`config.mk`:
```
export PLATFORM = sky130hd
export DESIGN_NAME = caseless_string_bucket_hash_flat
export DESIGN_NICKNAME = d
export VERILOG_FILES = /design/src/hdl/cbh_pkg.sv /design/src/hdl/cbh_if.sv /design/src/hdl/caseless_string_bucket_hash.sv /design/src/flat_wrapper.sv
export SDC_FILE = /design/constraint.sdc
export NUM_CORES = 1
export LEC_CHECK = 0
export BUFFER_PORTS_ARGS = -buffer_cell sky130_fd_sc_hd__buf_2
export CAP_MARGIN = 25
export CORE_ASPECT_RATIO = 1.75
export CORE_MARGIN = 1.5
export CORE_UTILIZATION = 35
export DETAILED_ROUTE_END_ITERATION = 7
export PLACE_DENSITY = 0.64
export SKIP_CTS_REPAIR_TIMING = 1
export SYNTH_ARGS = -nofsm -noshare
export SYNTH_HDL_FRONTEND = slang
export SYNTH_SLANG_ARGS = --single-unit
```
`constraint.sdc`:
```
create_clock -name i_clk -period 9.3 [get_ports i_clk]
set_input_delay 0.93 -clock i_clk [delete_from_list [all_inputs] [get_ports i_clk]]
set_output_delay 0.93 -clock i_clk [all_outputs]
set_load 0.02 [all_outputs]
```
`src/hdl/cbh_pkg.sv`:
```
// ----------------------------------------------------------------------------
// Caseless string bucket hash package
// Shared widths, constants, types and the case-folding function.
// ----------------------------------------------------------------------------
package cbh_pkg;

    localparam int CHAR_W   = 8;
    localparam int HASH_W   = 64;
    localparam int BUCKET_W = 32;
    localparam int APB_AW   = 3;
    localparam int APB_DW   = 32;
    localparam int STEP_W   = $clog2(HASH_W);

    localparam logic [HASH_W-1:0]   HASH_SEED    = HASH_W'(5381);
    localparam int                  HASH_SHIFT   = 5;
    localparam logic [BUCKET_W-1:0] BUCKET_RESET = BUCKET_W'(1);

    localparam logic [CHAR_W-1:0] UPPER_FIRST = 8'h41;
    localparam logic [CHAR_W-1:0] UPPER_LAST  = 8'h5A;
    localparam logic [CHAR_W-1:0] CASE_OFFSET = 8'h20;

    // Register index, taken from the word address.
    typedef enum logic {
        REG_BUCKET_COUNT = 1'b0
    } t_reg_idx;

    typedef enum logic [1:0] {
        ST_IDLE,
        ST_DIV,
        ST_DONE
    } t_state;

    // C-locale lower-case fold: only 'A' to 'Z' move.
    function automatic logic [CHAR_W-1:0] fold_lower(input logic [CHAR_W-1:0] b);
        logic [CHAR_W-1:0] r;
        r = b;
        if (b >= UPPER_FIRST && b <= UPPER_LAST) begin
            r = b + CASE_OFFSET;
        end
        return r;
    endfunction

endpackage

```
`src/hdl/cbh_if.sv`:
```
// ----------------------------------------------------------------------------
// Caseless string bucket hash channels
// Valid/ready channels for character items and hash results.
// ----------------------------------------------------------------------------
interface cbh_in_if;
    import cbh_pkg::*;

    logic              valid;
    logic              ready;
    logic [CHAR_W-1:0] char_byte;
    logic              end_of_string;

    modport source (output valid, output char_byte, output end_of_string, input ready);
    modport sink   (input valid, input char_byte, input end_of_string, output ready);
endinterface

interface cbh_out_if;
    import cbh_pkg::*;

    logic                valid;
    logic                ready;
    logic [BUCKET_W-1:0] bucket_index;
    logic [HASH_W-1:0]   full_hash;

    modport source (output valid, output bucket_index, output full_hash, input ready);
    modport sink   (input valid, input bucket_index, input full_hash, output ready);
endinterface

```
`src/hdl/caseless_string_bucket_hash.sv`:
```
// ----------------------------------------------------------------------------
// Caseless string bucket hash
// Folds case-insensitive string bytes into a 64-bit multiply-by-33 hash and
// reduces the final hash modulo a configured bucket count.
// ----------------------------------------------------------------------------
//  Channel   Direction  Payload                          Transfer when
//  i_req     in         char_byte, end_of_string         valid && ready
//  o_rsp     out        bucket_index, full_hash          valid && ready
//  APB       in/out     bucket_count at address 0        psel && penable && pwrite
//
//  A character item updates the hash with a single shift-add.
//  An end item starts a restoring subtract unit that produces the remainder
//  one dividend bit per cycle; then the result is handed to the output
//  register, later while that register still holds an unaccepted result.
//  i_req is not ready while the remainder is being computed or waits.
//  Reset is synchronous and active low; it sets the hash seed and a bucket
//  count of one. A result stalled at the output holds its value.
// ----------------------------------------------------------------------------
module caseless_string_bucket_hash (
    input  logic                       i_clk,
    input  logic                       i_rst_n,
    cbh_in_if.sink                     i_req,
    cbh_out_if.source                  o_rsp,
    input  logic                       i_psel,
    input  logic                       i_penable,
    input  logic                       i_pwrite,
    input  logic [cbh_pkg::APB_AW-1:0] i_paddr,
    input  logic [cbh_pkg::APB_DW-1:0] i_pwdata,
    output logic [cbh_pkg::APB_DW-1:0] o_prdata,
    output logic                       o_pready
);
    import cbh_pkg::*;

    t_state              r_state;
    t_state              n_state;
    logic [HASH_W-1:0]   r_hash;
    logic [HASH_W-1:0]   r_dvd;
    logic [HASH_W-1:0]   r_full;
    logic [BUCKET_W-1:0] r_rem;
    logic [STEP_W-1:0]   r_cnt;
    logic [BUCKET_W-1:0] r_bucket;
    logic                r_out_valid;
    logic [BUCKET_W-1:0] r_out_index;
    logic [HASH_W-1:0]   r_out_hash;

    logic                in_xfer;
    logic                out_free;
    logic                load_out;
    logic                cfg_wr;
    t_reg_idx            reg_idx;
    logic [HASH_W-1:0]   hash_next;
    logic [BUCKET_W:0]   rem_sh;
    logic [BUCKET_W:0]   rem_sub;
    logic                rem_ge;

    assign reg_idx  = t_reg_idx'(i_paddr[2]);
    assign cfg_wr   = i_psel && i_penable && i_pwrite;
    assign o_pready = 1'b1;
    assign o_prdata = (reg_idx == REG_BUCKET_COUNT) ? r_bucket : '0;

    assign in_xfer  = i_req.valid && i_req.ready;
    assign out_free = !r_out_valid || o_rsp.ready;

    // hash * 33 + folded byte, wrapping at 64 bits.
    assign hash_next = (r_hash << HASH_SHIFT) + r_hash
                     + HASH_W'(fold_lower(i_req.char_byte));

    // One restoring step of the remainder: shift in the next dividend bit.
    assign rem_sh  = {r_rem, r_dvd[HASH_W-1]};
    assign rem_ge  = rem_sh >= {1'b0, r_bucket};
    assign rem_sub = rem_sh - {1'b0, r_bucket};

    always_ff @(posedge i_clk) begin
        if (!i_rst_n) begin
            r_state <= ST_IDLE;
        end else begin
            r_state <= n_state;
        end
    end

    always_comb begin
        n_state     = r_state;
        i_req.ready = 1'b0;
        load_out    = 1'b0;
        case (r_state)
            ST_IDLE: begin
                i_req.ready = 1'b1;
                if (i_req.valid && i_req.end_of_string) begin
                    n_state = ST_DIV;
                end
            end
            ST_DIV: begin
                if (r_cnt == STEP_W'(HASH_W - 1)) begin
                    n_state = ST_DONE;
                end
            end
            ST_DONE: begin
                if (out_free) begin
                    load_out = 1'b1;
                    n_state  = ST_IDLE;
                end
            end
            default: begin
                n_state = ST_IDLE;
            end
        endcase
    end

    always_ff @(posedge i_clk) begin
        if (!i_rst_n) begin
            r_hash   <= HASH_SEED;
            r_bucket <= BUCKET_RESET;
        end else begin
            if (cfg_wr && reg_idx == REG_BUCKET_COUNT) begin
                r_bucket <= i_pwdata[BUCKET_W-1:0];
            end
            if (in_xfer) begin
                r_hash <= i_req.end_of_string ? HASH_SEED : hash_next;
            end
        end
    end

    always_ff @(posedge i_clk) begin
        if (in_xfer && i_req.end_of_string) begin
            r_dvd  <= r_hash;
            r_full <= r_hash;
            r_rem  <= '0;
            r_cnt  <= '0;
        end else if (r_state == ST_DIV) begin
            r_dvd <= {r_dvd[HASH_W-2:0], 1'b0};
            r_rem <= rem_ge ? rem_sub[BUCKET_W-1:0] : rem_sh[BUCKET_W-1:0];
            r_cnt <= r_cnt + STEP_W'(1);
        end
    end

    always_ff @(posedge i_clk) begin
        if (!i_rst_n) begin
            r_out_valid <= 1'b0;
        end else if (load_out) begin
            r_out_valid <= 1'b1;
        end else if (o_rsp.ready) begin
            r_out_valid <= 1'b0;
        end
    end

    always_ff @(posedge i_clk) begin
        if (load_out) begin
            // A bucket count of zero has no meaningful remainder; report zero.
            r_out_index <= (r_bucket == '0) ? '0 : r_rem;
            r_out_hash  <= r_full;
        end
    end

    assign o_rsp.valid        = r_out_valid;
    assign o_rsp.bucket_index = r_out_index;
    assign o_rsp.full_hash    = r_out_hash;

endmodule

```
`src/flat_wrapper.sv`:
```
// flat-port wrapper written by rule: the top's interface ports become plain ports
module caseless_string_bucket_hash_flat import cbh_pkg::*;
  (i_clk, i_rst_n, i_psel, i_penable, i_pwrite, i_paddr, i_pwdata, o_prdata, o_pready, i_req_valid, i_req_char_byte, i_req_end_of_string, i_req_ready, o_rsp_valid, o_rsp_bucket_index, o_rsp_full_hash, o_rsp_ready);
  cbh_in_if i_req_i ();
  cbh_out_if o_rsp_i ();
  input  logic i_clk;
  input  logic i_rst_n;
  input  logic i_psel;
  input  logic i_penable;
  input  logic i_pwrite;
  input  logic [cbh_pkg::APB_AW-1:0] i_paddr;
  input  logic [cbh_pkg::APB_DW-1:0] i_pwdata;
  output logic [cbh_pkg::APB_DW-1:0] o_prdata;
  output logic o_pready;
  input wire logic [$bits(i_req_i.valid)-1:0] i_req_valid;
  input wire logic [$bits(i_req_i.char_byte)-1:0] i_req_char_byte;
  input wire logic [$bits(i_req_i.end_of_string)-1:0] i_req_end_of_string;
  output wire logic [$bits(i_req_i.ready)-1:0] i_req_ready;
  output wire logic [$bits(o_rsp_i.valid)-1:0] o_rsp_valid;
  output wire logic [$bits(o_rsp_i.bucket_index)-1:0] o_rsp_bucket_index;
  output wire logic [$bits(o_rsp_i.full_hash)-1:0] o_rsp_full_hash;
  input wire logic [$bits(o_rsp_i.ready)-1:0] o_rsp_ready;
  assign i_req_i.valid = i_req_valid;
  assign i_req_i.char_byte = i_req_char_byte;
  assign i_req_i.end_of_string = i_req_end_of_string;
  assign i_req_ready = i_req_i.ready;
  assign o_rsp_valid = o_rsp_i.valid;
  assign o_rsp_bucket_index = o_rsp_i.bucket_index;
  assign o_rsp_full_hash = o_rsp_i.full_hash;
  assign o_rsp_i.ready = o_rsp_ready;
  caseless_string_bucket_hash u_core (.i_clk(i_clk), .i_rst_n(i_rst_n), .i_req(i_req_i), .o_rsp(o_rsp_i), .i_psel(i_psel), .i_penable(i_penable), .i_pwrite(i_pwrite), .i_paddr(i_paddr), .i_pwdata(i_pwdata), .o_prdata(o_prdata), .o_pready(o_pready));
endmodule
```
==> out/results.tsv, run 1 <==
stage	metric	value	unit
status	status	complete, no violations	
timing	Tcrit/Tclk final	52.0	%
placement	Detail Placement HPWL	38500	um
floorplan	die area	0.0562	mm^2
logic_synthesis	Cell Area, Synth	0.0192	mm^2
logic_synthesis	main combinational cell family by area after synthesis	compound AO/OA/AOI/OAI gates	
timing	Slew HR	36.3	%
clocking	clk root buf	clkbuf_16	
logic_synthesis	synthesized net count	2104	
critical_path	CP Capture Type	flip-flop	
logic_synthesis	Synth async-reset ratio	0	%
timing	unrepaired setup endpoints after global routing	no	
routing	Total Wirelength	51900	um
logic_synthesis	post-synthesis xor/xnor area fraction	3.98	%
timing	Final TNS setup	0	ns
clocking	clk sinks	361	
pwr	pwr dens	242	mW/mm^2
grt	initial antenna violation count	0	
placement	Buffers on Ports	178	
logic_synthesis	mux share of post-synthesis cell area	0.816	%
timing	Slew @ Worst Pin	0.953	ns
timing	skew final	0.0292	ns
critical_path	critical path data arrival time	5.29	ns
floorplan	I/O pin count	182	
timing	final worst path period need	4.84	ns
timing	Hold Fails Final Rpt	0	
layout	n_diodes	0	
clocking	CTS Buf Count	35	
layout	layout cells sized above 1	14.1	%
floorplan	Core Region	0.0542	mm^2
critical_path	Setup crit start	i_req_char_byte[2]	
routing	Starting DRT DRC Count	899	
grt	total congestion overflow	0	
logic_synthesis	synthesized-area fraction occupied by adder cells	10.7	%
logic_synthesis	Synth Area in Simple Gates	15.7	%
clocking	Clock Path Buffers	3	
layout	Syn-to-layout area delta	14.0	%
logic_synthesis	Netlist cell types	86	
routing	vias per cell	5.27	
grt	pin count of the biggest net entering global routing	75	
critical_path	R2R setup slack	5.28	ns
critical_path	crit start category	input pin	
critical_path	worst-path maximum fanout	6	
worst_hold_path	Hold WC Path Type	reg -> reg	
layout	fin util	40.4	%
layout	Register Area	0.00947	mm^2
routing	total number of vias	14529	
clocking	Clk Latency, worst-skew pair	0.54	ns
pwr	overall power	5280	uW
timing	Max Freq	207	MHz
pwr	Leakage	0.00924	uW
clocking	Reg clk slew, reported paths	0.07	ns
grt	gr usage total	18.1	%
floorplan	# rows	113	
clocking	H-tree depth	2	
floorplan	Die Wd	180	um
critical_path	Worst EP required	9.76	ns
clocking	CTS tree	built	
routing	WL/cell	18.8	um
floorplan	Initial Util	35.4	%
worst_hold_path	Min-Delay Startpoint	u_core.r_full[55]	
grt	first-pass GRT wire length	80700	um
critical_path	Setup CP Type	in -> reg	
pwr	worst vdd ir	0.120	mV
logic_synthesis	Yosys warning count	0	
layout	final net count	2252	
logic_synthesis	top_reg_cell synth	edfxtp_1	
layout	# fillers	5261	
logic_synthesis	Post-Syn Area per Cell	10.1	um^2
routing	post-route ant nets	0	
logic_synthesis	sequential area share after synthesis	49.4	%
logic_synthesis	Syn Inst Count	1892	
logic_synthesis	#FFs+latches synth	361	
logic_synthesis	complex-gate fraction of the synthesized area	16.3	%
routing	drc violations	0	
grt	vias in the first global route	14725	
logic_synthesis	Post-synth EDFFs	224	
timing	Slew Viols, Final	0	
layout	Multi-input gate area	0.00913	mm^2
critical_path	RR Startpoint	u_core.r_hash[25]	
run	MaxCap Viol Count	0	
floorplan	die height	313	um
placement	GP Congestion	0.909	
timing	final setup fails	0	
routing	drt pass-1 iters	5	
per-stage QoR:
stage	worst slack, ns	cell area (um^2)	instances	hold WS, ns
5_1_grt	4.31	21900	2755	0.425
3_3_place_gp	3.95	20700	2692	0.402
2_1_floorplan	3.42	19200	1892	0.400
4_1_cts	4.49	21900	2755	0.412
3_5_place_dp	3.93	20700	2693	0.405
6_report	4.46	21900	2755	0.415
final cells by class:
type | count | share of cell area [%]
Clock buffer | 39 | 4.12
Clock inverter | 23 | 0.979
Inverter | 66 | 1.15
Multi-Input combinational cell | 1383 | 41.8
Sequential cell | 361 | 43.3
Tap cell | 690 | 3.95
Timing Repair Buffer | 193 | 4.68
logic make-up (layout without fill, tap and decap cells):
kind of cell | after synthesis | after routing
simple gates | 660 | 660
compound gates | 459 | 459
flops | 361 | 361
fa+ha+maj | 161 | 161
buf+inv | 148 | 321
xor+xnor | 87 | 87
mux | 15 | 15
other cells | 1 | 1
layer usage:
layer  vias up  share of wire (%)  GRT usage (%)
li1       7126                  -              -
met1      6976                 40           19.7
met2       328                 53           34.9
met3        99                3.0           1.68
met4         0                4.2           8.14
met5         -                  0              0
synth_stat cells (4+ instances only):
library cell	instances	area share, %
nand2_1	345	6.8
edfxtp_1	224	35
ha_1	156	10
dfxtp_1	137	14
a21oi_1	115	3.0
nor2_1	100	2.0
o21ai_0	71	1.9
clkbuf_1	66	1.3
inv_1	65	1.3
nor2b_1	57	1.9
a21o_1	52	2.0
xnor2_1	50	2.3
xor2_1	37	1.7
a22o_1	36	1.6
a21boi_0	33	1.3
nand4_1	33	1.1
nand3_1	24	0.63
nor3_1	24	0.63
o21ai_1	24	0.63
a22oi_1	21	0.82
o21bai_1	16	0.63
mux2i_1	13	0.68
nand2b_1	13	0.42
nor4_1	13	0.42
a31oi_1	12	0.39
and3_1	12	0.39
or3_1	10	0.33
o211ai_1	8	0.31
a211oi_1	7	0.27
o21a_1	7	0.27
o22ai_1	7	0.23
buf_2	6	0.16
fa_1	5	0.52
and2_1	4	0.13
buf_4	4	0.16
o31ai_1	4	0.16
or2_2	4	0.13
registers in the layout, indices dropped and copies added (netlist names):
signal                     count
u_core.r_hash                 64
u_core.r_rem                  32
u_core.r_bucket               32
u_core.r_dvd                  64
u_core.r_cnt                   6
u_core.o_rsp.full_hash        64
u_core.o_rsp.valid             1
u_core.o_rsp.bucket_index     32
u_core.r_state                 2
u_core.r_full                 64
power breakdown:
group          internal, uW  switching [uW]
Clock                   770             644
Sequential             1870             110
Combinational           784            1110
Total                  3420            1860
final timing paths:
kind | to | cells past startpoint
hold / removal | u_core.o_rsp.full_hash[55] | 0
setup reg to reg | u_core.r_hash[58] | 12
hold reg to reg | u_core.o_rsp.full_hash[55] | 0
setup / recovery | u_core.r_hash[61] | 18
cell usage in the layout (no fill, tap or decap), types with 13 or more instances in the layout:
cell,n
nand2_1,344
edfxtp_1,224
buf_2,178
ha_1,156
dfxtp_1,137
a21oi_1,115
nor2_1,98
o21ai_0,71
inv_1,63
nor2b_1,56
a21o_1,52
xnor2_1,50
xor2_1,37
a22o_1,36
clkbuf_16,35
nand4_1,33
a21boi_0,33
nand3_1,24
nor3_1,24
o21ai_1,24
a22oi_1,21
o21bai_1,16
buf_4,14
nand2b_1,13
nor4_1,13
mux2i_1,13
critical path: stages:
cell and delay [ns]:
buf_2 0.12, or4_1 0.51, o22ai_1 0.13, nor4b_1 0.09, a21oi_1 0.33, fa_1 0.24
inv_1 0.04, ha_1 0.36, a21o_1 0.23, or3_1 0.34, o211ai_2 0.35, a211oi_1 0.18
o21ai_1 0.44, o22ai_1 0.23, or2_1 0.29, a21oi_1 0.22, nand4b_1 0.13, o211ai_1 0.14
Power figures use the tool's default switching activity.
==> run 2, diff against run 1 <==
--- a/config.mk
+++ b/config.mk
@@ -11,7 +11,7 @@
 export CORE_MARGIN = 1.5
 export CORE_UTILIZATION = 35
 export DETAILED_ROUTE_END_ITERATION = 7
-export PLACE_DENSITY = 0.64
+export PLACE_DENSITY = 0.66
 export SKIP_CTS_REPAIR_TIMING = 1
 export SYNTH_ARGS = -nofsm -noshare
 export SYNTH_HDL_FRONTEND = slang
==> constraint.sdc (replaced) <==
create_clock -name i_clk -period 4.2 [get_ports i_clk]
set_input_delay 0.42 -clock i_clk [delete_from_list [all_inputs] [get_ports i_clk]]
set_output_delay 0.42 -clock i_clk [all_outputs]
set_load 0.02 [all_outputs]
==> run 2 against run 1 <==
Hold slack lost 0.31 ns. Sequential cell count is the same. Cell area grew 2.0%. Routed wire length grew 3.6%. Combinational power grew 130%. Clock power grew 130%.
==> out/results.tsv, run 2 (same netlist as run 1, synthesis figures left out) <==
stage	metric	value	unit
status	status	complete, no violations	
critical_path	FF-to-FF End	u_core.r_hash[58]	
clocking	CTS tree	built	
timing	Slew @ Worst Pin	0.943	ns
timing	skew final	0.0173	ns
timing	Worst Slack Setup Final	0.183	ns
layout	n_diodes	0	
timing	Slew Viols, Final	0	
placement	Buffers on Ports	178	
placement	Detail Placement HPWL	40000	um
critical_path	RR Startpoint	u_core.r_hash[30]	
grt	pin count of the biggest net entering global routing	97	
routing	total number of vias	14924	
layout	finished layout cell area	0.0223	mm^2
layout	final net count	2296	
clocking	Reg clk slew, reported paths	0.06	ns
clocking	Clk Latency, worst-skew pair	0.56	ns
critical_path	R2R setup slack	0.53	ns
critical_path	Worst Path Buf+Inv	2	
clocking	CTS Buf Count	34	
routing	drt pass-1 iters	6	
floorplan	Core Region	0.0542	mm^2
routing	drc violations	0	
critical_path	Critical Path Slowest Stage Cell	or4_1	
critical_path	Setup crit start	i_req_char_byte[2]	
timing	Max Freq	249	MHz
layout	most frequent cells in the layout	nand2_1, edfxtp_1, buf_2	
grt	first-pass GRT wire length	84100	um
critical_path	critical path data arrival time	4.46	ns
timing	Hold Fails Final Rpt	0	
layout	Multi-input gate area	0.00917	mm^2
layout	commonest non-fill, non-tap cell in the layout	nand2_1	
critical_path	critical path's top delay family	compound AO/OA/AOI/OAI gates	
layout	layout cells sized above 1	16.2	%
critical_path	crit start category	input pin	
critical_path	crit path cell chain	buf_2 -> or4_1 -> o22ai_1 -> nor4b_2 -> or2_2 -> fa_1 -> ha_4 -> nand3_1 -> nor2_2 -> o21ai_2 -> buf_4 -> o41ai_4 -> a21oi_2 -> o41ai_4 -> nand3_2 -> o31ai_2 -> xor2_1 -> a22o_1	
layout	fin cells	2800	
routing	post-route ant nets	0	
clocking	H-tree depth	2	
floorplan	die area	0.0562	mm^2
timing	final worst path period need	4.02	ns
floorplan	Initial Util	35.4	%
timing	Slew HR	37.1	%
critical_path	max incr delay on CP	0.52	ns
critical_path	Worst EP required	4.64	ns
grt	total congestion overflow	0	
placement	dpl ws	-0.586	ns
timing	Tcrit/Tclk final	95.6	%
clocking	Clock Path Buffers	3	
timing	unrepaired setup endpoints after global routing	no	
routing	Starting DRT DRC Count	950	
critical_path	Worst path most repeated cell	o41ai_4	
critical_path	worst-path maximum fanout	5	
run	MaxCap Viol Count	0	
placement	GP Congestion	0.931	
critical_path	Setup CP Type	in -> reg	
critical_path	CP Capture Point	u_core.r_hash[36]	
worst_hold_path	Hold WC Path Type	in -> reg	
routing	Total Wirelength	53700	um
routing	WL/cell	19.2	um
timing	final setup fails	0	
layout	# fillers	5214	
placement	placed standard-cell area	0.0211	mm^2
grt	gr usage total	18.8	%
placement	placed cells	2737	
clocking	clk sinks	361	
floorplan	I/O pin count	182	
pwr	pwr dens	536	mW/mm^2
grt	initial antenna violation count	0	
grt	vias in the first global route	15163	
pwr	Leakage	0.00951	uW
routing	vias per cell	5.33	
layout	Syn-to-layout area delta	16.3	%
critical_path	Levels on crit path	18	
layout	Register Area	0.00947	mm^2
pwr	worst vdd ir	0.380	mV
floorplan	# rows	113	
floorplan	die height	313	um
critical_path	CP Capture Type	flip-flop	
critical_path	worst r2r path cells	13	
clocking	clk root buf	clkbuf_16	
floorplan	Die Wd	180	um
==> run 2: cell count changes in the layout (fill, tap and decap cells not counted), sizes merged <==
cell      delta
buf         +45
clkbuf       +2
clkinv       +4
clkinvlp     -5
bufinv       +3
inv          -4
==> run 2: how the worst min path moves through the flow <==
stage	start	to	slack [ns]	cells after the start
finish	i_pwdata[0]	u_core.r_bucket[0]	0.10	3
global route	i_pwdata[0]	u_core.r_bucket[0]	0.10	3
CTS	i_pwdata[0]	u_core.r_bucket[0]	0.08	3
detailed placement	u_core.r_full[23]	u_core.o_rsp.full_hash[23]	0.41	0
global placement	u_core.r_full[25]	u_core.o_rsp.full_hash[25]	0.40	0
floorplan	u_core.r_full[0]	u_core.o_rsp.full_hash[0]	0.40	0
==> run 2: power breakdown <==
group / switching [uW] / total [uW] / internal, uW
logic: 2460 / 4280 / 1810
clock network: 1420 / 3310 / 1880
registers: 235 / 4370 / 4130
total: 4120 / 11900 / 7830
==> run 2: area by class of cell <==
type | instances | area share (%)
well taps | 690 | 3.87
inverters | 66 | 1.12
clock inverters | 21 | 1.23
repair buffers | 238 | 6.13
flip-flops and latches | 361 | 42.5
clock buffers | 41 | 4.07
multi-input cells | 1383 | 41.1
==> run 2: layer usage <==
layer,GRT usage [%],vias to the layer above,wire (um)
li1,-,7203,-
met1,20.3,7175,20400
met2,35.8,402,28400
met3,2.16,144,2180
met4,9.75,0,2750
met5,0,-,0
==> run 2: tightest hold or removal path: stages <==
cell and delay, ns:
buf_2 0.07, nand2_1 0.04, nand3_1 0.07
==> run 2: metrics by stage <==
| step | power [uW] | setup TNS (ns) | hold WS [ns] | utilization [%] |
|---|---|---|---|---|
| finish | 11900 | 0 | 0.103 | 41.2 |
| global route | 12600 | 0 | 0.102 | 41.2 |
| global placement | 8630 | -10.06 | 0.403 | 38.9 |
| CTS | 12000 | -0.0693 | 0.0755 | 41.1 |
| floorplan | 7600 | 0 | 0.400 | - |
| detailed placement | 8690 | -11.16 | 0.405 | 38.9 |
==> run 3, diff against run 2 <==
--- a/config.mk
+++ b/config.mk
@@ -12,6 +12,7 @@
 export CORE_UTILIZATION = 35
 export DETAILED_ROUTE_END_ITERATION = 7
 export PLACE_DENSITY = 0.66
+export RECOVER_POWER = 25
 export SKIP_CTS_REPAIR_TIMING = 1
 export SYNTH_ARGS = -nofsm -noshare
 export SYNTH_HDL_FRONTEND = slang
==> run 3 against run 2 <==
The flow now finishes with violations (max-capacitance violations, max-slew violations). Hold slack worse by 0.0024 ns. Largest cell class unchanged. Via count up 0.42%. Critical path type unchanged. Routed wire length up 0.19%. Fmax down 0.18%. Critical path depth unchanged.
==> out/results.tsv, run 3 (same netlist as run 1, synthesis figures left out) <==
stage	metric	value	unit
clocking	H-tree depth	2	
pwr	sequential share of power	36.5	%
grt	initial antenna violation count	0	
routing	WL/cell	19.2	um
layout	most frequent cells in the layout	nand2_1, edfxtp_1, buf_2	
critical_path	critical path data arrival time	4.46	ns
grt	pin count of the biggest net entering global routing	97	
clocking	Clock Path Buffers	3	
clocking	CTS tree	built	
routing	drc violations	0	
critical_path	FF-to-FF End	u_core.r_hash[58]	
placement	placed cells	2737	
layout	commonest non-fill, non-tap cell in the layout	nand2_1	
pwr	clock power share	27.7	%
pwr	pwr dens	537	mW/mm^2
routing	vias per cell	5.35	
floorplan	# rows	113	
critical_path	R2R setup slack	0.54	ns
critical_path	worst-path maximum fanout	5	
layout	# fillers	5223	
pwr	Sw Ratio	34.5	%
placement	dpl ws	-0.586	ns
floorplan	Initial Util	35.4	%
timing	WHS	0.101	ns
critical_path	worst r2r path cells	13	
pwr	Leakage	0.00945	uW
timing	skew final	0.0180	ns
worst_hold_path	Min-Delay Endpoint	u_core.r_bucket[0]	
worst_hold_path	Hold WC Path Type	in -> reg	
timing	Slew Viols, Final	62	
floorplan	Die Wd	180	um
timing	Worst Slack Setup Final	0.176	ns
critical_path	crit start category	input pin	
worst_hold_path	Min-Delay Startpoint	i_pwdata[0]	
routing	post-route ant nets	0	
timing	Tcrit/Tclk final	95.8	%
timing	Hold Fails Final Rpt	0	
timing	Max Freq	248	MHz
floorplan	die area	0.0562	mm^2
status	failing checks	max-capacitance violations, max-slew violations	
critical_path	Setup crit start	i_req_char_byte[2]	
clocking	CTS Buf Count	34	
floorplan	die height	313	um
clocking	clk sinks	361	
layout	fin cells	2800	
critical_path	Setup CP Type	in -> reg	
grt	vias in the first global route	15163	
critical_path	RR Startpoint	u_core.r_hash[30]	
routing	Starting DRT DRC Count	966	
layout	layout cells sized above 1	15.3	%
pwr	worst vdd ir	0.379	mV
layout	final net count	2296	
run	MaxCap Viol Count	1	
routing	Total Wirelength	53900	um
routing	total number of vias	14987	
routing	drt pass-1 iters	5	
placement	Detail Placement HPWL	40000	um
timing	Slew HR	-70.1	%
clocking	Reg clk slew, reported paths	0.06	ns
timing	Slew @ Worst Pin	2.55	ns
grt	first-pass GRT wire length	84100	um
critical_path	Worst EP required	4.64	ns
worst_hold_path	hold depth	3	
grt	total congestion overflow	0	
layout	n_diodes	0	
clocking	Clk Latency, worst-skew pair	0.56	ns
floorplan	Core Region	0.0542	mm^2
clocking	clk root buf	clkbuf_16	
timing	final worst path period need	4.02	ns
placement	GP Congestion	0.931	
timing	unrepaired setup endpoints after global routing	no	
placement	Buffers on Ports	178	
layout	Syn-to-layout area delta	16.2	%
timing	final setup fails	0	
pwr	NetSw	4120	uW
critical_path	CP Capture Type	flip-flop	
status	status	finished with violations	
pwr	Pint	7830	uW
floorplan	I/O pin count	182	
pwr	Comb pwr share	35.8	%
grt	gr usage total	18.8	%
## run 3: cell types whose count changed in the layout (fill, tap and decap cells not counted), sizes merged
cell and delta:
clkbuf +19, buf -19
## run 3: routing by layer
layer	global-route usage, %	routed length, um	part of all wire (%)	up-vias
li1	-	-	-	7207
met1	20.3	20500	38	7211
met2	35.8	28400	53	419
met3	2.16	2200	4.1	150
met4	9.75	2750	5.1	0
met5	0	0	0	-
## run 3: through the flow
step                      cell area [um^2]  TNS, ns  util (%)  power, uW
after CTS                            22300  -0.0693      41.1      12000
final                                22300        0      41.1      11900
after global routing                 22300        0      41.1      12600
after global placement               21100   -10.06      38.9       8630
after detailed placement             21100   -11.16      38.9       8690
after floorplan                      19200        0         -       7600
## run 3: power by group through the flow
stage	sequential, uW	clock, uW	combinational [uW]
floorplan	4390	0	3210
global placement	4440	0	4200
detailed placement	4440	0	4250
CTS	4360	3400	4270
global route	4400	3510	4690
finish	4370	3310	4280
## run 3: area by class of cell
type                       count  area (um^2)  area share, %
sequential                   361         9470           42.5
multi-input combinational   1383         9170           41.2
timing repair buffer         238         1340           6.00
clock buffer                  41          907           4.07
tap                          690          863           3.88
clock inverter                21          275           1.24
inverter                      66          250           1.12
## run 3: worst max path at each step
| stage | end | slack [ns] |
|---|---|---|
| 3_3_place_gp | u_core.r_hash[57] | -0.54 |
| 6_report | u_core.r_hash[36] | 0.18 |
| 2_1_floorplan | u_core.r_hash[36] | 0.15 |
| 3_5_place_dp | u_core.r_hash[61] | -0.59 |
| 4_1_cts | u_core.r_hash[61] | -0.07 |
| 5_1_grt | u_core.r_hash[36] | 0.03 |
## run 3: critical path, stage by stage
cell and delay (ns):
buf_2 0.11, or4_1 0.52, o22ai_1 0.17, nor4b_2 0.10, or2_2 0.30, fa_1 0.49, ha_4 0.31, nand3_1 0.09
nor2_2 0.13, o21ai_2 0.09, buf_4 0.14, o41ai_4 0.36, a21oi_2 0.14, o41ai_4 0.41, nand3_2 0.15, o31ai_2 0.23
xor2_1 0.10, a22o_1 0.20
